==> src/design/bib_pkg.sv <==
`default_nettype none
// ----------------------------------------------------------------------------
// bib_pkg
// Shared widths and sizes for the bilinear interval bound block.
// ----------------------------------------------------------------------------
package bib_pkg;

	localparam int unsigned FIELD_W     = 32;  // Q16.16 input fields
	localparam int unsigned PROD_W      = 64;  // corner product a*b
	localparam int unsigned HALF_W      = 32;  // split point of a corner product
	localparam int unsigned WIDE_W      = 96;  // w*a*b before scaling
	localparam int unsigned SUM_W       = 48;  // output sums
	localparam int unsigned EXT_W       = 64;  // accumulator view before trimming to SUM_W
	localparam int unsigned QUEUE_DEPTH = 8;
	localparam int unsigned QIDX_W      = $clog2(QUEUE_DEPTH);
	localparam int unsigned QCNT_W      = $clog2(QUEUE_DEPTH + 1);

endpackage : bib_pkg
`default_nettype wire

==> src/design/bib_queue.sv <==
`default_nettype none
// ----------------------------------------------------------------------------
// bib_queue
// Small FIFO of scaled terms between the pipeline and the accumulator.
// Sized by the credit count, so it never sees a push while full.
// ----------------------------------------------------------------------------
module bib_queue #(
	parameter int unsigned WIDTH = 98
) (
	input  wire logic             clk,
	input  wire logic             arst_n,
	input  wire logic             push,
	input  wire logic [WIDTH-1:0] push_data,
	input  wire logic             pop,
	output logic                  pop_valid,
	output logic [WIDTH-1:0]      pop_data
);

	localparam int unsigned DEPTH = bib_pkg::QUEUE_DEPTH;

	logic [WIDTH-1:0]            mem_q [DEPTH];
	logic [bib_pkg::QIDX_W-1:0]  wr_ptr_q, rd_ptr_q;
	logic [bib_pkg::QCNT_W-1:0]  count_q;

	function automatic logic [bib_pkg::QIDX_W-1:0] next_ptr(
		input logic [bib_pkg::QIDX_W-1:0] p
	);
		return (p == bib_pkg::QIDX_W'(DEPTH - 1)) ? '0 : p + 1'b1;
	endfunction

	always_ff @(posedge clk) begin
		if (push) begin
			mem_q[wr_ptr_q] <= push_data;
		end
	end

	always_ff @(posedge clk or negedge arst_n) begin
		if (!arst_n) begin
			wr_ptr_q <= '0;
			rd_ptr_q <= '0;
			count_q  <= '0;
		end else begin
			if (push) begin
				wr_ptr_q <= next_ptr(wr_ptr_q);
			end
			if (pop) begin
				rd_ptr_q <= next_ptr(rd_ptr_q);
			end
			count_q <= count_q + bib_pkg::QCNT_W'(push) - bib_pkg::QCNT_W'(pop);
		end
	end

	assign pop_valid = count_q != '0;
	assign pop_data  = mem_q[rd_ptr_q];

endmodule : bib_queue
`default_nettype wire

==> config.mk <==
export PLATFORM = sky130hd
export DESIGN_NAME = bib_queue
export DESIGN_NICKNAME = d
export VERILOG_FILES = /design/src/design/bib_pkg.sv /design/src/design/bib_queue.sv
export SDC_FILE = /design/constraint.sdc
export NUM_CORES = 1
export LEC_CHECK = 0
export BUFFER_PORTS_ARGS = -buffer_cell sky130_fd_sc_hd__buf_2
export CAP_MARGIN = 0
export CORE_MARGIN = 2
export CORE_UTILIZATION = 30
export DETAILED_ROUTE_END_ITERATION = 8
export GPL_ROUTABILITY_DRIVEN = 0
export GPL_TIMING_DRIVEN = 0
export SYNTH_ARGS = -nofsm -noshare
export SYNTH_HDL_FRONTEND = slang
export SYNTH_SLANG_ARGS = --single-unit
==> constraint.sdc <==
create_clock -name clk -period 7.6 [get_ports clk]
set_clock_uncertainty 0.2 [all_clocks]
set_input_delay 1.52 -clock clk [delete_from_list [all_inputs] [get_ports clk]]
set_output_delay 1.52 -clock clk [all_outputs]
set_load 0.01 [all_outputs]
-- After elaboration in Yosys (flattened, before gate mapping)
Memories as Yosys holds them, arrays and structs flattened.
Cells that the tools add are included.
- register bits after elaboration: 10
- memory bits (writable): 784
- output and inout port bits: 99
- memories: 1
- add/sub/neg operators: 4
- eq/ne operators: 2
- muxes and demuxes: 4
- reduce and logical (&&, ||, !) cells: 1
- memories (memory ; words ; width ; read ports ; clocked after Yosys merged registers in ; write ports ; line ; RTL):
    mem_q ; 8 ; 98 ; 1 ; 0 ; 1 ; bib_queue.sv:21 ; logic [WIDTH-1:0] mem_q [DEPTH];
- operator list (kind ; count):
    3-bit by 1-bit adder with 3-bit output, second input constant ; 2
    3-bit == test, second input constant ; 2
    3-bit two-way mux ; 2
    4-bit by 1-bit adder with 4-bit output ; 1
    4-bit nonzero test ; 1
    4-bit by 1-bit subtractor with 4-bit output ; 1
    1-bit two-way mux ; 2

-- Depth between registers and ports, before layout
- word-level depth: 2
- mapped depth: 7
- gate-level depth less buffers: 7

-- Worst setup path after synthesis
No wires, ideal clock.
- path kind: input to register
- start point: in push
- end point: mem mem_q[0][0] (enable)
- library setup time: 675 ps
- data arrival time: 8244 ps
- setup slack: -1518 ps
- stages: 2
- cell sequence: nand2b_1 > nor3_1
- word-level cells in the longest chain between the ends: 2
- ends and longest elaborated chain (item ; line ; RTL):
    from (decl) ; bib_queue.sv:12 ; input wire logic push,
    1-bit two-way mux ; bib_queue.sv:32 ; if (push) begin
    1-bit two-way mux (not written as such) ; bib_queue.sv:33 ; mem_q[wr_ptr_q] <= push_data;
    to (decl) ; bib_queue.sv:21 ;
No other way between the ends.

-- Worst setup path after layout
- start point: reg rd_ptr_q[1] in the netlist's numbering
- end point: out pop_data[87]
- word-level cells in the longest chain between the ends: 1
- ends and longest elaborated chain (item ; line ; RTL):
    from (decl) ; bib_queue.sv:22 ; logic [bib_pkg::QIDX_W-1:0] wr_ptr_q, rd_ptr_q;
    from (signal assigned) ; bib_queue.sv:47 ; rd_ptr_q <= next_ptr(rd_ptr_q);
    memory read 8 x 98 bit ; n/a ;
    to (decl) ; bib_queue.sv:16 ; output logic [WIDTH-1:0] pop_data
No other way between the ends.

==> results.txt <==
Status: finished, final reports clean
FF-to-FF Start: wr_ptr_q[2]$_DFFE_PN0P_
Total CTS buffers: 87
Max cap viols: 0
Worst EP arrival: 3.45 ns
Non-Filler Instances: 3101
PwrDens: 393 nW/um^2
Number of flops mapped to enable cells by yosys: 784
Setup Fix Bufs, Post-CTS: 0
Vias in the first global route: 15367
Largest family of logic cells by synthesized area: multiplexers
PortBufs: 200
Post-CTS sizing: 0
Worst hold slack: 0.396 ns
Initial antenna violation count: 16
Time the worst path needs with I/O delays and setup: 5.17 ns
H-tree depth: 3
# setup viols final: 0
Slowest cell on crit path: clkbuf_1
RSZ-0062 raised after global routing: false
Final number of hold-violating endpoints: 0
Synth cell count leaders: 784 x edfxtp_1, 297 x nand2_1, 196 x mux4_2
Seq/Total Area, Yosys: 79.2%
Fin util: 36.8%
CTS tree: yes
WS Path Type: register to output pin
Setup TNS: 0 ns
Hold path depth: 1
Vias/cell: 4.64
Synth Net Count: 1507
Dpl ws: 2.87 ns
Core footprint: 99700 sq um
Synth async-reset ratio: 1.26%
CTS Buffer Depth: 3
# DRC: 0
Synth Area in Adders: 0.442%
Post-synthesis mux area share: 14.9%
Setup WS post-layout: 2.43 ns
Post-Synth XOR/XNOR Area: 0.0583%
Yosys cell types: 22
Worst-skew pair later-pin latency: 0.65 ns
Slew Viols, Final: 0
Final period utilization: 68.1%
Initial Util: 30.1%
Synth Cell Area: 30000 sq um
Clk slew on worst S/H paths: 0.06 ns
Synth top area share: 78.4%
CTS Hold Bufs: 0
Max-slew headroom: 28.2%
I/O Pins: 201
Die W: 320 um
Post-synthesis simple-gate area fraction: 3.95%
DP HPWL: 47500 um
CP startpoint: rd_ptr_q[1]$_DFFE_PN0P_
#FFs+latches synth: 794
DR WL/cell: 23.3 um
Avg Cell Area, Syn: 21.5 sq um
P_leak: 12.4 nW
Final Instance Area: 36700 sq um
VDD IR-drop max: 0.285 mV
P&R area growth vs syn: 22.2%
Vias: 14375
Die H: 320 um
# placed instances: 2940
GRT overflow: 0
Synth Warn #: 0
CTS root buf: clkbuf_16
Area leader, netlist: edfxtp_1
Post-DRT Antenna Nets: 0
Clock sinks: 794
Register-to-Register Path Depth: 4
Critical Path RT: 5.88 ns
Placed instance area: 33800 sq um
DR iter-0 viols: 1050
Worst Hold Class: register to register
Pin count of the biggest net entering global routing: 25
Gr usage total: 14.1%
Min-delay src: wr_ptr_q[2]$_DFFE_PN0P_
Cells after Synth: 1395
Max stage delay on crit path: 0.77 ns
Total power: 14.4 mW
Die area: 103000 sq um
Synth Area in Compound Gates: 0.0750%
First-pass GRT wire length: 105000 um
Num rows: 116
Max Clk Rate: 193 MHz
Fin nets: 1843
Startpoint types: register
Total iterations of the first detailed-routing run: 7
Crit Path Max Fanout: 10
Critical Path Sink Type: output pin
Share of cells above drive strength 1: 34.8%
Ys flop type: edfxtp_1
Worst path cell trace: clkbuf_1 -> clkbuf_1 -> buf_1 -> nand2_1 -> nand2_1 -> buf_2
Synth area leaders: edfxtp_1 78%, mux4_2 15%, nand2_1 3.7%
Top-count cell post-synth: edfxtp_1
Worst Tran Pin Value: 1.08 ns
Drt total wl: 72100 um
[logic make-up (layout without fill, tap and decap cells)]
logic type,count (synthesis),in the layout
and+or+nand+nor,312,312
AOI/OAI and AO/OA,4,4
xor gates and xnor gates,2,2
buffers and inverters,73,477
muxes,200,200
DFF,794,794
other,0,4
adders and majority gates,10,10
[routing by layer]
layer / share of wire, % / track usage, % / vias to the layer above
met4: 1.9 / 4.09 / 20
met5: 0.18 / 0 / -
met3: 6.0 / 3.57 / 116
met1: 41 / 17.2 / 7580
met2: 51 / 24.6 / 362
li1: - / - / 6297
[report_power, final]
part           internal (mW)  switching (mW)  total, mW  leakage, nW
registers               5.47           0.127       5.60         7.24
clock network           2.56            1.73       4.29         1.43
logic                   1.93            2.61       4.54         3.74
[final cells by class]
type	instances	area, sq um
repair buffers	247	2030
clock buffers	102	2270
flip-flops and latches	794	23800
fillers	9046	63000
plain buffers	65	387
inverters	8	30.0
multi-input cells	528	5890
clock inverters	55	643
diodes	4	10.0
well taps	1298	1620
[critical path, delay by kind of cell, from the launching register on]
kind | cells | cell delay [ns]
buffers and inverters | 4 | 2.24
flip-flops | 1 | 0.35
AND/OR/NAND/NOR | 2 | 0.20
[registers in the layout (all words and copies together) (netlist names)]
| register | cells |
|---|---|
| rd_ptr_q | 3 |
| wr_ptr_q | 3 |
| mem_q | 784 |
| count_q | 4 |
[final timing paths]
kind	slack [ns]	endpoint
worst max-delay path	2.43	pop_data[87]
worst min-delay path	0.40	wr_ptr_q[2]$_DFFE_PN0P_
worst max register to register	5.04	mem_q[1][72]$_DFFE_PP_
worst min register to register	0.40	wr_ptr_q[2]$_DFFE_PN0P_
max in group asynchronous	6.45	rd_ptr_q[1]$_DFFE_PN0P_
min in group asynchronous	0.53	count_q[3]$_DFF_PN0_
[placed cells by master (no fill, tap or decap), types with 3 or more instances in the layout]
cell / netlist / final
dfrtp_1: 10 / 10
ha_1: 9 / 9
buf_16: 0 / 17
clkinv_1: 0 / 14
inv_6: 0 / 3
mux4_2: 196 / 196
mux2_2: 4 / 4
clkbuf_1: 24 / 36
buf_2: 24 / 224
nor2_4: 0 / 6
nand2_1: 297 / 297
diode_2: 0 / 4
clkinv_2: 0 / 16
buf_12: 0 / 23
inv_16: 0 / 3
inv_1: 7 / 7
clkbuf_16: 0 / 88
bufinv_16: 0 / 12
buf_6: 15 / 15
buf_8: 0 / 7
clkinvlp_4: 0 / 4
edfxtp_1: 784 / 784
No activity file was read; power rests on OpenSTA's default activity.
