`config.mk`:
```
export PLATFORM = sky130hd
export DESIGN_NAME = bib_back_flat
export DESIGN_NICKNAME = d
export VERILOG_FILES = /design/src/design/bib_pkg.sv /design/src/design/bib_bound_if.sv /design/src/design/bib_back.sv /design/src/flat_wrapper.sv
export SDC_FILE = /design/constraint.sdc
export NUM_CORES = 1
export LEC_CHECK = 0
export BUFFER_PORTS_ARGS = -buffer_cell sky130_fd_sc_hd__buf_2
export CORE_ASPECT_RATIO = 1.5
export CORE_MARGIN = 2
export CORE_UTILIZATION = 51
export DETAILED_ROUTE_END_ITERATION = 8
export GPL_ROUTABILITY_DRIVEN = 1
export PLACE_DENSITY = 0.73
export SLEW_MARGIN = 20
export SYNTH_ARGS = -nofsm -noshare
export SYNTH_HDL_FRONTEND = slang
export SYNTH_SLANG_ARGS = --single-unit
export TNS_END_PERCENT = 50
```
`constraint.sdc`:
```
create_clock -name clk -period 6.2 [get_ports clk]
set_input_delay 1.24 -clock clk [delete_from_list [all_inputs] [get_ports clk]]
set_output_delay 1.24 -clock clk [all_outputs]
set_load 0.01 [all_outputs]
```
`src/design/bib_pkg.sv`:
```
`default_nettype none
// ----------------------------------------------------------------------------
// bib_pkg
// Shared widths and sizes for the bilinear interval bound block.
// ----------------------------------------------------------------------------
package bib_pkg;

	localparam int unsigned FIELD_W     = 32;  // Q16.16 input fields
	localparam int unsigned PROD_W      = 64;  // corner product a*b
	localparam int unsigned HALF_W      = 32;  // split point of a corner product
	localparam int unsigned WIDE_W      = 96;  // w*a*b before scaling
	localparam int unsigned SUM_W       = 48;  // output sums
	localparam int unsigned EXT_W       = 64;  // accumulator view before trimming to SUM_W
	localparam int unsigned QUEUE_DEPTH = 8;
	localparam int unsigned QIDX_W      = $clog2(QUEUE_DEPTH);
	localparam int unsigned QCNT_W      = $clog2(QUEUE_DEPTH + 1);

endpackage : bib_pkg
`default_nettype wire

```
`src/design/bib_bound_if.sv`:
```
`default_nettype none
// ----------------------------------------------------------------------------
// bib_bound_if
// Output channel: running lower and upper bounds, one word per term.
// ----------------------------------------------------------------------------
interface bib_bound_if;

	logic                              valid;
	logic                              ready;
	logic signed [bib_pkg::SUM_W-1:0]  lower_sum;
	logic signed [bib_pkg::SUM_W-1:0]  upper_sum;
	logic                              run_done;
	logic                              saturated;

	modport source (
		output valid, lower_sum, upper_sum, run_done, saturated,
		input  ready
	);

	modport sink (
		input  valid, lower_sum, upper_sum, run_done, saturated,
		output ready
	);

endinterface : bib_bound_if
`default_nettype wire

```
`src/design/bib_back.sv`:
```
`default_nettype none
// ----------------------------------------------------------------------------
// bib_back
// Saturating lower/upper accumulators with sticky flag and the output
// register. Clears the run after a last term.
// ----------------------------------------------------------------------------
module bib_back #(
	parameter int unsigned ACC_WIDTH = 48
) (
	input  wire logic                     clk,
	input  wire logic                     arst_n,
	input  wire logic                     q_valid,
	input  wire logic [2*ACC_WIDTH+1:0]   q_data,
	output logic                          pop,
	bib_bound_if.source                   bounds
);

	typedef logic signed [ACC_WIDTH-1:0] acc_t;

	function automatic logic [ACC_WIDTH:0] sat_add(input acc_t x, input acc_t y);
		logic signed [ACC_WIDTH:0] s;
		s = {x[ACC_WIDTH-1], x} + {y[ACC_WIDTH-1], y};
		if (s[ACC_WIDTH] != s[ACC_WIDTH-1]) begin
			return {1'b1, s[ACC_WIDTH], {(ACC_WIDTH-1){~s[ACC_WIDTH]}}};
		end
		return {1'b0, s[ACC_WIDTH-1:0]};
	endfunction

	acc_t lo_acc_q, hi_acc_q;
	logic flag_q;

	logic                         out_valid_q;
	logic [bib_pkg::SUM_W-1:0]    lower_q, upper_q;
	logic                         done_q, sat_q;

	acc_t                 tlo, thi;
	logic                 t_sat, t_last;
	logic [ACC_WIDTH:0]   lo_new, hi_new;
	logic                 flag_new;
	logic signed [bib_pkg::EXT_W-1:0] lo_ext, hi_ext;

	assign {t_last, t_sat, thi, tlo} = q_data;
	assign lo_new   = sat_add(lo_acc_q, tlo);
	assign hi_new   = sat_add(hi_acc_q, thi);
	assign flag_new = flag_q | t_sat | lo_new[ACC_WIDTH] | hi_new[ACC_WIDTH];
	assign lo_ext   = bib_pkg::EXT_W'(acc_t'(lo_new[ACC_WIDTH-1:0]));
	assign hi_ext   = bib_pkg::EXT_W'(acc_t'(hi_new[ACC_WIDTH-1:0]));

	assign pop = q_valid && (!out_valid_q || bounds.ready);

	always_ff @(posedge clk or negedge arst_n) begin
		if (!arst_n) begin
			lo_acc_q    <= '0;
			hi_acc_q    <= '0;
			flag_q      <= 1'b0;
			out_valid_q <= 1'b0;
		end else begin
			if (pop) begin
				lo_acc_q    <= t_last ? '0 : lo_new[ACC_WIDTH-1:0];
				hi_acc_q    <= t_last ? '0 : hi_new[ACC_WIDTH-1:0];
				flag_q      <= t_last ? 1'b0 : flag_new;
				out_valid_q <= 1'b1;
			end else if (bounds.ready) begin
				out_valid_q <= 1'b0;
			end
		end
	end

	always_ff @(posedge clk) begin
		if (pop) begin
			lower_q <= lo_ext[bib_pkg::SUM_W-1:0];
			upper_q <= hi_ext[bib_pkg::SUM_W-1:0];
			done_q  <= t_last;
			sat_q   <= flag_new;
		end
	end

	assign bounds.valid     = out_valid_q;
	assign bounds.lower_sum = lower_q;
	assign bounds.upper_sum = upper_q;
	assign bounds.run_done  = done_q;
	assign bounds.saturated = sat_q;

endmodule : bib_back
`default_nettype wire

```
`src/flat_wrapper.sv`:
```
// flat-port wrapper written by rule: the top's interface ports become plain ports
module bib_back_flat 
#(
	parameter int unsigned ACC_WIDTH = 48
)
  (clk, arst_n, q_valid, q_data, pop, bounds_valid, bounds_lower_sum, bounds_upper_sum, bounds_run_done, bounds_saturated, bounds_ready);
  bib_bound_if bounds_i ();
  input  wire logic clk;
  input  wire logic arst_n;
  input  wire logic q_valid;
  input  wire logic [2*ACC_WIDTH+1:0] q_data;
  output logic pop;
  output wire logic [$bits(bounds_i.valid)-1:0] bounds_valid;
  output wire logic [$bits(bounds_i.lower_sum)-1:0] bounds_lower_sum;
  output wire logic [$bits(bounds_i.upper_sum)-1:0] bounds_upper_sum;
  output wire logic [$bits(bounds_i.run_done)-1:0] bounds_run_done;
  output wire logic [$bits(bounds_i.saturated)-1:0] bounds_saturated;
  input wire logic [$bits(bounds_i.ready)-1:0] bounds_ready;
  assign bounds_valid = bounds_i.valid;
  assign bounds_lower_sum = bounds_i.lower_sum;
  assign bounds_upper_sum = bounds_i.upper_sum;
  assign bounds_run_done = bounds_i.run_done;
  assign bounds_saturated = bounds_i.saturated;
  assign bounds_i.ready = bounds_ready;
  bib_back #(.ACC_WIDTH(ACC_WIDTH)) u_core (.clk(clk), .arst_n(arst_n), .q_valid(q_valid), .q_data(q_data), .pop(pop), .bounds(bounds_i));
endmodule
```
Word level (Yosys, flattened, before mapping)
Cells that the tools add are included.
{"block": "word_totals", "register_bits": 196, "input_bits": 102, "output_inout_bits": 100, "word_cells": 32}
{"block": "op_classes", "n_addsub": 2, "n_eq_ne": 2, "n_mux": 11, "n_bitwise": 5, "reduce_logical": 4}
{"op": "$mux W49", "count": 4}
{"op": "$add A48 B48 Y49", "count": 2}
{"op": "$mux W48", "count": 2}
{"op": "$mux W1", "count": 5}
{"op": "$or A1 B1 Y1", "count": 3}
{"op": "$ne A1 B1 Y1", "count": 2}
{"op": "$not A1 Y1", "count": 2}
{"op": "$reduce_bool A2 Y1", "count": 1}
{"op": "$logic_and A1 B1 Y1", "count": 1}
{"op": "$logic_not A1 Y1", "count": 1}
{"op": "$logic_or A1 B1 Y1", "count": 1}

Logic depth before layout (Yosys ltp)
Gate-level depths: netlist (run 1).
{"block": "logic_depth", "word_depth": 7, "ltp_mapped": 15, "mapped_depth_nobuf": 13}

Least setup slack after synthesis (run 1)
No wires, ideal clock.
{"block": "synth_path", "path_type": "in2out", "from": "input bounds_ready", "to": "output pop", "arrival_ns": 4.437, "required_time_ns": 4.960, "setup_slack_ns": 0.523, "cell_stages": 4, "path_buffers": 1, "path_cell_list": "nand2b_1 nand2_1 inv_1 clkbuf_1"}
{"block": "synth_between", "elab_chain_cells": 2}
{"element": "start: declaration", "line_no": "flat_wrapper.sv:18", "source": "input wire logic [$bits(bounds_i.ready)-1:0] bounds_ready;"}
{"element": "$logic_or A1 B1 Y1", "line_no": "bib_back.sv:49", "source": "assign pop = q_valid && (!out_valid_q || bounds.ready);"}
{"element": "$logic_and A1 B1 Y1", "line_no": "bib_back.sv:49"}
{"element": "end: declaration", "line_no": "flat_wrapper.sv:12", "source": "output logic pop;"}
Every way passes these cells.

Worst setup path after layout (run 1)
{"block": "layout_path", "from": "input q_data[78]", "to": "register u_core.hi_acc_q[40]"}
{"block": "layout_between", "elab_chain_cells": 5, "word_cells_on_any_way": 7, "cone_classes": "add/sub (1); eq/ne (1); mux (4); bitwise (1)"}
{"element": "start: declaration", "line_no": "flat_wrapper.sv:11", "source": "input wire logic [2*ACC_WIDTH+1:0] q_data;"}
{"element": "$add A48 B48 Y49 (*)", "line_no": "bib_back.sv:22", "source": "s = {x[ACC_WIDTH-1], x} + {y[ACC_WIDTH-1], y};"}
{"element": "$ne A1 B1 Y1 / $not A1 Y1 (equally long branches)", "line_no": "bib_back.sv:23, bib_back.sv:24"}
{"element": "$mux W1 / $mux W49 (equally long branches)", "line_no": "bib_back.sv:23", "source": "if (s[ACC_WIDTH] != s[ACC_WIDTH-1]) begin"}
{"element": "$mux W49 (*)", "line_no": "bib_back.sv:26", "source": "return {1'b0, s[ACC_WIDTH-1:0]};"}
{"element": "$mux W48 (*)", "line_no": "bib_back.sv:60", "source": "hi_acc_q <= t_last ? '0 : hi_new[ACC_WIDTH-1:0];"}
{"element": "end signal: assignment", "line_no": "bib_back.sv:60"}
{"element": "end: declaration", "line_no": "bib_back.sv:29", "source": "acc_t lo_acc_q, hi_acc_q;"}
Mark *: on every way between the ends. The rest lies on a longest branch, timed or not. The select of a mux whose other input is x is not followed.
A chain may end at the register's enable or synchronous reset.

==> results of run 1 <==
-- worst max-delay path by stage --
stage                 startpoint                   to  slack, ps  depth (start not counted)
finish                q_data[78]  u_core.hi_acc_q[40]       1600                         12
detailed placement    q_data[49]  u_core.hi_acc_q[40]       1110                         12
global placement      q_data[19]  u_core.lo_acc_q[36]       1240                         12
global route          q_data[87]  u_core.hi_acc_q[40]       1330                         12
CTS                   q_data[49]  u_core.hi_acc_q[40]       1610                         12
floorplan           bounds_ready                  pop        520                          4
-- metal layers --
| layer | wire (um) | vias to the layer above | share of wire, % |
|---|---|---|---|
| li1 | - | 5595 | - |
| met1 | 14250 | 5546 | 38 |
| met2 | 19910 | 402 | 53 |
| met3 | 1885 | 100 | 5.0 |
| met4 | 1833 | 0 | 4.8 |
| met5 | 0 | - | 0 |
-- state kept, by name, summed over array words and instances, names as in the netlist --
signal and flops:
u_core.bounds.lower_sum 48, u_core.bounds.valid 1, u_core.bounds.saturated 1, u_core.lo_acc_q 48, u_core.hi_acc_q 48, u_core.flag_q 1, u_core.bounds.upper_sum 48, u_core.bounds.run_done 1
-- stage by stage --
stage / hold slack, ps / worst slack [ps]
2_1_floorplan: 452.6 / 522.5
3_3_place_gp: 465.4 / 1243
3_5_place_dp: 475.3 / 1108
4_1_cts: 490.1 / 1613
5_1_grt: 501.1 / 1332
6_report: 488.6 / 1605
-- kinds of logic (layout without fill, tap and decap cells) --
kind of cell	Yosys count	in the layout	synth area share, %
XOR/XNOR	83	83	5.626
AO/OA/AOI/OAI	464	464	22.04
AND/OR/NAND/NOR	475	475	16.10
adder cells (fa/ha/maj)	118	118	11.04
flip-flops	196	196	41.33
multiplexers	3	3	0.2300
buffers and inverters	116	296	3.632
-- critical path, stage by stage --
cell and delay, ps:
sky130_fd_sc_hd__buf_2 100, sky130_fd_sc_hd__ha_1 380, sky130_fd_sc_hd__a21oi_1 230, sky130_fd_sc_hd__o21ai_0 210, sky130_fd_sc_hd__a21o_1 230, sky130_fd_sc_hd__a221oi_1 280, sky130_fd_sc_hd__o21ai_0 230, sky130_fd_sc_hd__a31o_4 270
sky130_fd_sc_hd__xor2_2 530, sky130_fd_sc_hd__nand2_1 600, sky130_fd_sc_hd__and4_1 420, sky130_fd_sc_hd__o31ai_1 230
-- power by group through the flow --
stage | Clock [mW] | Sequential (mW) | Combinational [mW]
detailed placement | 0 | 2.51 | 5.29
CTS | 1.24 | 2.50 | 5.33
floorplan | 0 | 2.64 | 3.64
finish | 1.23 | 2.50 | 5.37
global route | 1.28 | 2.56 | 5.95
global placement | 0 | 2.50 | 5.24
-- cell type report --
class / count / share of cell area, %
multi-input cells: 1143 / 48.11
flip-flops and latches: 196 / 36.06
repair buffers: 217 / 7.627
clock buffers: 20 / 2.919
well taps: 328 / 2.743
clock inverters: 12 / 1.346
inverters: 47 / 1.196
-- cells in the mapped netlist, drive strengths merged (4+ instances only) --
cell type	instances	area share, %
a211o	4	0.27
a211oi	13	0.75
a21boi	4	0.29
a21o	36	2.1
a21oi	134	5.2
a22o	14	0.94
a31oi	16	0.81
and2	11	0.53
and3	10	0.48
and4	5	0.34
buf	22	0.92
clkbuf	47	1.4
dfrtp	98	19
edfxtp	98	23
ha	96	9.2
inv	47	1.4
maj3	20	1.5
nand2	176	5.1
nand2b	15	0.72
nand3	22	0.84
nand4	23	1.1
nor2	169	4.9
nor2b	6	0.29
nor3	17	0.74
nor4	5	0.29
o2111ai	4	0.27
o211ai	17	1.0
o21a	15	0.86
o21ai	150	5.8
o21bai	18	1.0
o221ai	5	0.34
o31ai	7	0.55
or2	5	0.24
or3	5	0.24
xnor2	52	3.5
xor2	31	2.1
==> results.txt, run 1 <==
----------------------------------------------------
[CTS]
  Post-CTS setup-driven buffer insertion count ... 0
  Number of buffers added by the clock tree synthesis step ... 17
  TritonCTS Sinks ... 196
  Maximum buffer depth of the clock tree ... 2
  Worst skew pair latency ... roughly 470 ps
  CTS Root Buffer Type ... sky130_fd_sc_hd__clkbuf_16
  TritonCTS clock tree ... done
  Post-CTS clock slew at the launch and capture registers of the worst setup and hold paths ... about 70 ps
  Post-CTS resize count ... 0
  Cts hold-fix bufs ... 0
  H-tree lvl count ... 4

[Layout]
  Fin cells ... 1963
  Summed area of non-filler cells in the final layout ... roughly 15000 um^2
  Antenna Cells ... 0
  Net count, final ... 1822
  Commonest non-fill, non-tap cell in the layout ... sky130_fd_sc_hd__buf_2
  Ratio of cells with drive above 1 in the final layout ... between 15 and 20%
  Area delta synth->final ... 14.61%
  Filler Cell Count ... 2247
  Storage cell area ... 5395 um^2
  Fin util ... between 50 and 60%
  Area of combinational cells with multiple inputs ... 7198 um^2
  Top library cells by usage in the layout, fill and taps aside ... 200 x sky130_fd_sc_hd__buf_2, 175 x sky130_fd_sc_hd__nand2_1, 169 x sky130_fd_sc_hd__nor2_1, 142 x sky130_fd_sc_hd__o21ai_0, 133 x sky130_fd_sc_hd__a21oi_1

[Worst setup path]
  Element type at the critical path start ... input pin
  Required arrival time at the worst endpoint ... 6570 ps
  Peak fanout along the critical path ... 20
  Critical path capture point type ... register
  R2R setup slack ... between 2000 and 2500 ps
  Reg-to-reg critical path startpoint ... u_core.hi_acc_q[30]
  Type of the setup path with the least slack ... input pin to register
  Crit path DAT ... between 4000 and 5000 ps
  Number of cells on the worst reg-to-reg path ... 11
  R2r endpoint ... u_core.hi_acc_q[40]

[Global route]
  Gr ovfl total ... 0
  Global route hottest layer ... met2
  Number of global-route vias before repair ... 11890
  Maximum number of pins on one net before global-route repair ... 76
  GRT Total Usage ... 28.69%
  Met1 usage ... 31.66%
  Global-route wire length before repair ... 60070 um
  Met2 usage in global routing ... 52.59%
  Fraction of met3 tracks used by global routing ... under 10%
  Number of antenna violations at the first check in global routing ... 0

[Power and ir drop]
  Relative contribution of sequential cells to total power ... 27.4%
  Net switching power figure ... 4.139 mW
  Switching Share ... between 40% and 50%
  Power Density ... 608.0 nW/um^2
  Leakage power ... 6.677 nW
  Internal Power ... roughly 5 mW
  Peak VDD IR ... ~300 uV
  Clock power share ... a little over an eighth
  Comb power frac ... a little under 60%
  Total power ... 9.097 mW

[Routing]
  Routed length per instance ... roughly 19 um
  1st-iter DRT viols ... 577
  Total vias in the final route ... between 10000 and 15000
  Post-route ant nets ... 0
  Total Routed Length ... about 38000 um
  First-pass iteration count of the detailed router ... 5
  Vias per cell ... 5.931
  # DRC ... 0

[Min path]
  Startpoint of the worst hold path ... u_core.lo_acc_q[2]
  WHS Endpoint ... u_core.lo_acc_q[2]
  Kind of path behind the tightest hold check ... register to register
  Cell depth of the worst min-delay path ... 1

[Yosys]
  Syn Area/Cell ... around 9.0 um^2
  Ys Warns ... 0
  Cell area after synthesis ... approximately 13000 um^2
  Net count of the mapped netlist ... about 1700
  Instance count of the mapped netlist ... approximately 1500
  Predominant post-synthesis flop cell ... sky130_fd_sc_hd__edfxtp_1
  Synthesized flop and latch total ... roughly 200
  Post-synth EDFFs ... between 90 and 100
  Number of distinct library cells after synthesis ... 75
  Proportion of register bits with asynchronous set or reset after synthesis ... roughly 50%
  Fraction of the yosys area taken by sequential cells ... about two fifths

[Outcome]
  Outcome ... complete, no violations

[STA]
  Setup violations, final ... 0
  Number of hold violations in the final report ... 0
  RSZ-0062 raised after global routing ... false
  Final Slew Violations ... 0
  Total negative slack for setup checks ... 0 ps
  Clock period minus worst slack ... around 4600 ps
  Clk_skew ... 14.76 ps
  Slew of the pin with the lowest slew margin ... between 900 and 1000 ps
  Max Fclk ... around 220 MHz
  Final period utilization ... approximately 74%
  Worst slew margin ... between 30% and 40%

[Placed design]
  Routability-driven placement congestion ratio ... 0.9304
  Detailed-placement wirelength estimate ... around 29000 um
  Number of port buffers ... between 200 and 250
  Cell Count Post-Placement ... slightly below 2000
  Post-detailed-placement cell area ... ~14000 um^2

[Die]
  Die Y-Extent ... 200.0 um
  Core area ... approximately 25000 um^2
  Horizontal extent of the die ... 134.6 um
  Floorplan row count ... 71
  Ports placed on the boundary ... around 200
  Die Footprint ... approximately 27000 um^2
  Effective utilization at floorplan ... 51.93%

[Run]
  Max_cap viols ... 0

----------------------------------------------------
Note: power is estimated with default switching activity, not from simulation.
==> run 2, diff against run 1 <==
clock period = 4.4 ns   (was 6.2 ns; I/O delays follow)
==> results.txt, run 2 (same netlist as run 1, synthesis figures left out) <==
----------------------------------------------------
[CTS]
  Cts hold-fix bufs ... 0
  Maximum buffer depth of the clock tree ... 2
  Post-CTS setup-driven buffer insertion count ... 0
  Worst skew pair latency ... 470 ps
  H-tree lvl count ... 4
  Post-CTS clock slew at the launch and capture registers of the worst setup and hold paths ... ~70 ps
  TritonCTS Sinks ... just under 200
  Number of buffers added by the clock tree synthesis step ... 17
  CTS Root Buffer Type ... sky130_fd_sc_hd__clkbuf_16
  Post-CTS resize count ... 0
  TritonCTS clock tree ... done

[Outcome]
  Outcome ... complete, no violations

[Global route]
  Number of global-route vias before repair ... between 10000 and 15000
  Maximum number of pins on one net before global-route repair ... 70
  Gr ovfl total ... 0
  Global-route wire length before repair ... between 50000 and 60000 um
  Number of antenna violations at the first check in global routing ... 0
  GRT Total Usage ... roughly 28%

[Layout]
  Antenna Cells ... 0
  Area delta synth->final ... 16.06%
  Fin util ... between 60% and 70%
  Top library cells by usage in the layout, fill and taps aside ... 200 x sky130_fd_sc_hd__buf_2, 175 x sky130_fd_sc_hd__nand2_1, 169 x sky130_fd_sc_hd__nor2_1, 142 x sky130_fd_sc_hd__o21ai_0, 133 x sky130_fd_sc_hd__a21oi_1
  Filler Cell Count ... 2247
  Net count, final ... between 1500 and 2000
  Commonest non-fill, non-tap cell in the layout ... sky130_fd_sc_hd__buf_2
  Ratio of cells with drive above 1 in the final layout ... about 18%

[STA]
  Number of hold violations in the final report ... 0
  Setup violations, final ... 0
  Final Slew Violations ... 0
  Worst slew margin ... 40.20%
  Max Fclk ... 258.7 MHz
  Total negative slack for setup checks ... 0 ps
  Slew of the pin with the lowest slew margin ... 893.8 ps
  Clock period minus worst slack ... slightly below 4000 ps
  Clk_skew ... ~11 ps
  Worst hold slack after final layout ... about 320 ps
  Final period utilization ... 87.85%
  RSZ-0062 raised after global routing ... false

[Worst setup path]
  Critical path capture point type ... register
  Peak fanout along the critical path ... 37
  Required arrival time at the worst endpoint ... about 4600 ps
  Type of the setup path with the least slack ... input pin to register
  Crit path DAT ... approximately 4100 ps
  Element type at the critical path start ... input pin

[Routing]
  # DRC ... 0
  Total Routed Length ... 37760 um
  Post-route ant nets ... 0
  1st-iter DRT viols ... roughly 660
  Vias per cell ... ~6
  First-pass iteration count of the detailed router ... 6
  Total vias in the final route ... ~12000
  Routed length per instance ... 18.98 um

[Die]
  Floorplan row count ... 71
  Die Footprint ... approximately 27000 um^2
  Effective utilization at floorplan ... roughly half
  Die Y-Extent ... about 200 um
  Horizontal extent of the die ... roughly 130 um
  Ports placed on the boundary ... 202
  Core area ... around 25000 um^2

[Power and ir drop]
  Total power ... around 13 mW
  Power Density ... 851.2 nW/um^2
  Peak VDD IR ... about 400 uV
  Leakage power ... around 6.8 nW

[Run]
  Max_cap viols ... 0

[Min path]
  Kind of path behind the tightest hold check ... input pin to async pin

[Placed design]
  Number of port buffers ... around 200
  Routability-driven placement congestion ratio ... a little over 0.9
  Detailed-placement wirelength estimate ... just under 30000 um

----------------------------------------------------
[run 2: cell count changes in the layout (fill, tap and decap cells not counted)]
cell                        before  now
sky130_fd_sc_hd__buf_4          16   41
sky130_fd_sc_hd__buf_12          1    3
sky130_fd_sc_hd__bufinv_16       5    3
sky130_fd_sc_hd__clkbuf_1        3    2
sky130_fd_sc_hd__clkbuf_8        0    1
sky130_fd_sc_hd__clkinv_1        0    1
sky130_fd_sc_hd__clkinv_4        1    2
[run 2: layer usage]
metal  routed length [um]  global-route usage (%)  vias up  part of all wire, %
met5                    0                       0        -                    0
met2                19530                   51.59      421                   52
met1                14340                   31.36     5472                   38
met4                 1938                   16.18        0                  5.1
li1                     -                       -     5641                    -
met3                 1955                   4.444      113                  5.2
[run 2: final cells by class]
cell class	instances	area [um^2]	share of cell area, %
Clock buffer	20	446.7	2.948
Clock inverter	12	153.9	1.016
Inverter	47	178.9	1.181
Multi-Input combinational cell	1143	7198	47.51
Sequential cell	196	5395	35.61
Tap cell	328	410.4	2.709
Timing Repair Buffer	244	1369	9.034
[run 2: power by group]
part	switching, mW	internal (mW)
Clock	0.719	0.910
Combinational	4.74	3.00
Sequential	0.371	3.16
Total	5.83	7.07
[run 2: metrics by stage]
| stage | instances | instance area [um^2] | setup WS [ps] |
|---|---|---|---|
| floorplan | 1455 | 13060 | 802.8 |
| global placement | 1958 | 14550 | 64.20 |
| CTS | 1990 | 15150 | 524.4 |
| global route | 1990 | 15150 | 403.3 |
| finish | 1990 | 15150 | 534.7 |
| detailed placement | 1958 | 14550 | 33.80 |
[run 2: final timing paths]
check	end	slack (ps)	startpoint	depth (start not counted)
max	u_core.bounds.lower_sum[0]	530	q_data[19]	13
min	u_core.lo_acc_q[20]	320	arst_n	1
max reg2reg	u_core.bounds.lower_sum[0]	670	u_core.lo_acc_q[19]	12
min reg2reg	u_core.lo_acc_q[2]	490	u_core.lo_acc_q[2]	1
min in group clk	u_core.lo_acc_q[2]	490	u_core.lo_acc_q[2]	1
max in group asynchronous	u_core.hi_acc_q[0]	3200	arst_n	2
[run 2: critical path, cell delays in order]
cell	delay, ps
sky130_fd_sc_hd__buf_2	100
sky130_fd_sc_hd__ha_1	360
sky130_fd_sc_hd__a21oi_1	250
sky130_fd_sc_hd__o21ai_1	140
sky130_fd_sc_hd__a21o_1	230
sky130_fd_sc_hd__a2111oi_0	470
sky130_fd_sc_hd__a21boi_2	440
sky130_fd_sc_hd__o21bai_1	170
sky130_fd_sc_hd__a41o_1	240
sky130_fd_sc_hd__a22oi_2	250
sky130_fd_sc_hd__buf_12	250
sky130_fd_sc_hd__inv_1	100
sky130_fd_sc_hd__a21o_1	190
==> run 3, diff against run 2 <==
--- a/config.mk
+++ b/config.mk
@@ -10,6 +10,6 @@
 export CORE_MARGIN = 2
-export CORE_UTILIZATION = 51
+export CORE_UTILIZATION = 50
 export DETAILED_ROUTE_END_ITERATION = 8
 export GPL_ROUTABILITY_DRIVEN = 1
-export PLACE_DENSITY = 0.73
+export PLACE_DENSITY = 0.72
 export SLEW_MARGIN = 20
--- a/constraint.sdc
+++ b/constraint.sdc
@@ -3,2 +3,2 @@
 set_output_delay 0.88 -clock clk [all_outputs]
-set_load 0.01 [all_outputs]
+set_load 0.1 [all_outputs]
==> results.txt, run 3 (same netlist as run 1, synthesis figures left out) <==
----------------------------------------------------
[Outcome]
  Outcome ... complete, no violations

[STA]
  Slew of the pin with the lowest slew margin ... 1001 ps
  Worst slew margin ... between 30% and 40%
  Worst hold slack after final layout ... just under 500 ps
  Setup violations, final ... 0
  Max Fclk ... about 250 MHz
  RSZ-0062 raised after global routing ... false
  Clock period minus worst slack ... ~4000 ps
  Clk_skew ... ~13 ps
  Number of hold violations in the final report ... 0
  Final period utilization ... 92.67%
  Final Slew Violations ... 0

[Worst setup path]
  Largest stage delay on the critical path ... 600 ps
  Crit path DAT ... 4380 ps
  Required arrival time at the worst endpoint ... about 4700 ps
  Element type at the critical path start ... input pin
  Critical path capture point type ... register
  WP buf/inv ... 2
  Type of the setup path with the least slack ... input pin to register
  Cell-by-cell listing of the critical path ... buf_2 > ha_1 > a21oi_1 > o21ai_0 > a21o_1 > a2111oi_0 > a21boi_2 > o21bai_1 > a41o_1 > a22oi_2 > nand2b_1 > buf_12 > o22ai_1
  Slowest cell on crit path ... sky130_fd_sc_hd__a2111oi_0
  Gate family responsible for the most delay along the worst path ... compound AO/OA/AOI/OAI gates
  Peak fanout along the critical path ... 34

[Layout]
  Top library cells by usage in the layout, fill and taps aside ... 200 x sky130_fd_sc_hd__buf_2, 175 x sky130_fd_sc_hd__nand2_1, 169 x sky130_fd_sc_hd__nor2_1, 142 x sky130_fd_sc_hd__o21ai_0, 133 x sky130_fd_sc_hd__a21oi_1
  Fin util ... between 50% and 60%
  Antenna Cells ... 0
  Summed area of non-filler cells in the final layout ... between 15000 and 20000 um^2
  Fin cells ... ~2000
  Commonest non-fill, non-tap cell in the layout ... sky130_fd_sc_hd__buf_2
  Area delta synth->final ... 15.81%
  Ratio of cells with drive above 1 in the final layout ... between 10% and 20%
  Net count, final ... between 1500 and 2000

[CTS]
  TritonCTS Sinks ... roughly 200
  Number of buffers added by the clock tree synthesis step ... 17
  Post-CTS clock slew at the launch and capture registers of the worst setup and hold paths ... ~70 ps
  H-tree lvl count ... 4
  TritonCTS clock tree ... done
  Cts hold-fix bufs ... 0
  CTS Root Buffer Type ... sky130_fd_sc_hd__clkbuf_16
  Post-CTS setup-driven buffer insertion count ... 0
  Worst skew pair latency ... 460 ps
  Maximum buffer depth of the clock tree ... 2
  Post-CTS resize count ... 0

[Routing]
  # DRC ... 0
  Total Routed Length ... roughly 38000 um
  Routed length per instance ... 19.30 um
  Total vias in the final route ... about 12000
  First-pass iteration count of the detailed router ... 6
  1st-iter DRT viols ... slightly above 700
  Post-route ant nets ... 0
  Vias per cell ... ~6

[Global route]
  Number of antenna violations at the first check in global routing ... 0
  Gr ovfl total ... 0
  Number of global-route vias before repair ... approximately 12000
  Maximum number of pins on one net before global-route repair ... 79
  Global-route wire length before repair ... just over 60000 um
  GRT Total Usage ... between 20 and 30%

[Placed design]
  Cell Count Post-Placement ... ~2000
  Detailed-placement wirelength estimate ... roughly 29000 um
  Routability-driven placement congestion ratio ... about 0.95
  Number of port buffers ... roughly 200
  Post-detailed-placement cell area ... between 10000 and 15000 um^2

[Die]
  Floorplan row count ... 72
  Horizontal extent of the die ... 135.9 um
  Ports placed on the boundary ... approximately 200
  Die Footprint ... ~27000 um^2
  Effective utilization at floorplan ... around half
  Core area ... approximately 26000 um^2
  Die Y-Extent ... 201.9 um

[Min path]
  Kind of path behind the tightest hold check ... register to register

[Run]
  Max_cap viols ... 0

----------------------------------------------------
==> run 3: cell types whose count changed in the layout (fill, tap and decap cells not counted), sizes merged <==
cell      before  now
buf          244  242
clkbuf        20   18
clkinv         5    6
clkinvlp       2    4
inv           49   48
==> run 3: metrics by stage <==
stage | setup TNS (ps) | worst slack (ps)
finish | 0 | 322.4
CTS | 0 | 410.9
detailed placement | -1149 | -69.29
global route | 0 | 270.9
global placement | -50.19 | -28.88
floorplan | 0 | 626.4
==> run 3: path summary, 6_finish.rpt <==
path	startpoint	endpoint	slack, ps	depth (start not counted)
worst min-delay path	u_core.hi_acc_q[18]	u_core.hi_acc_q[18]	490	2
worst max register to register	u_core.lo_acc_q[23]	u_core.lo_acc_q[1]	480	12
max in group asynchronous	arst_n	u_core.hi_acc_q[11]	2940	2
worst min register to register	u_core.hi_acc_q[18]	u_core.hi_acc_q[18]	490	2
worst max-delay path	q_data[23]	u_core.lo_acc_q[1]	320	13
min in group asynchronous	arst_n	u_core.lo_acc_q[34]	530	1
==> run 3: layout make-up <==
cell class	instances	area, um^2
multi-input combinational	1143	7198
clock inverter	14	160.2
tap	333	416.7
fill	2318	10650
clock buffer	18	429.2
sequential	196	5395
timing repair buffer	242	1341
inverter	47	178.9
==> run 3: routing by layer <==
| metal | part of all wire, % | GRT usage, % | routed length, um |
|---|---|---|---|
| met3 | 5.4 | 5.518 | 2081 |
| met1 | 38 | 31.19 | 14580 |
| met2 | 52 | 50.34 | 19890 |
| met5 | 0 | 0 | 0 |
| met4 | 5.0 | 15.77 | 1918 |
==> run 3: worst reg2reg max path, delay by kind of cell (launching register included) <==
family / cells / cell delay (ps)
flip-flops: 1 / 390
AND/OR/NAND/NOR: 1 / 220
AO/OA/AOI/OAI: 9 / 2580
buffers and inverters: 1 / 210
adder cells (fa/ha/maj): 1 / 390
Power of run 3 is left out: the tool's default activity adds up to more than one toggle a clock period on the data nets, which glitch-free logic cannot reach.
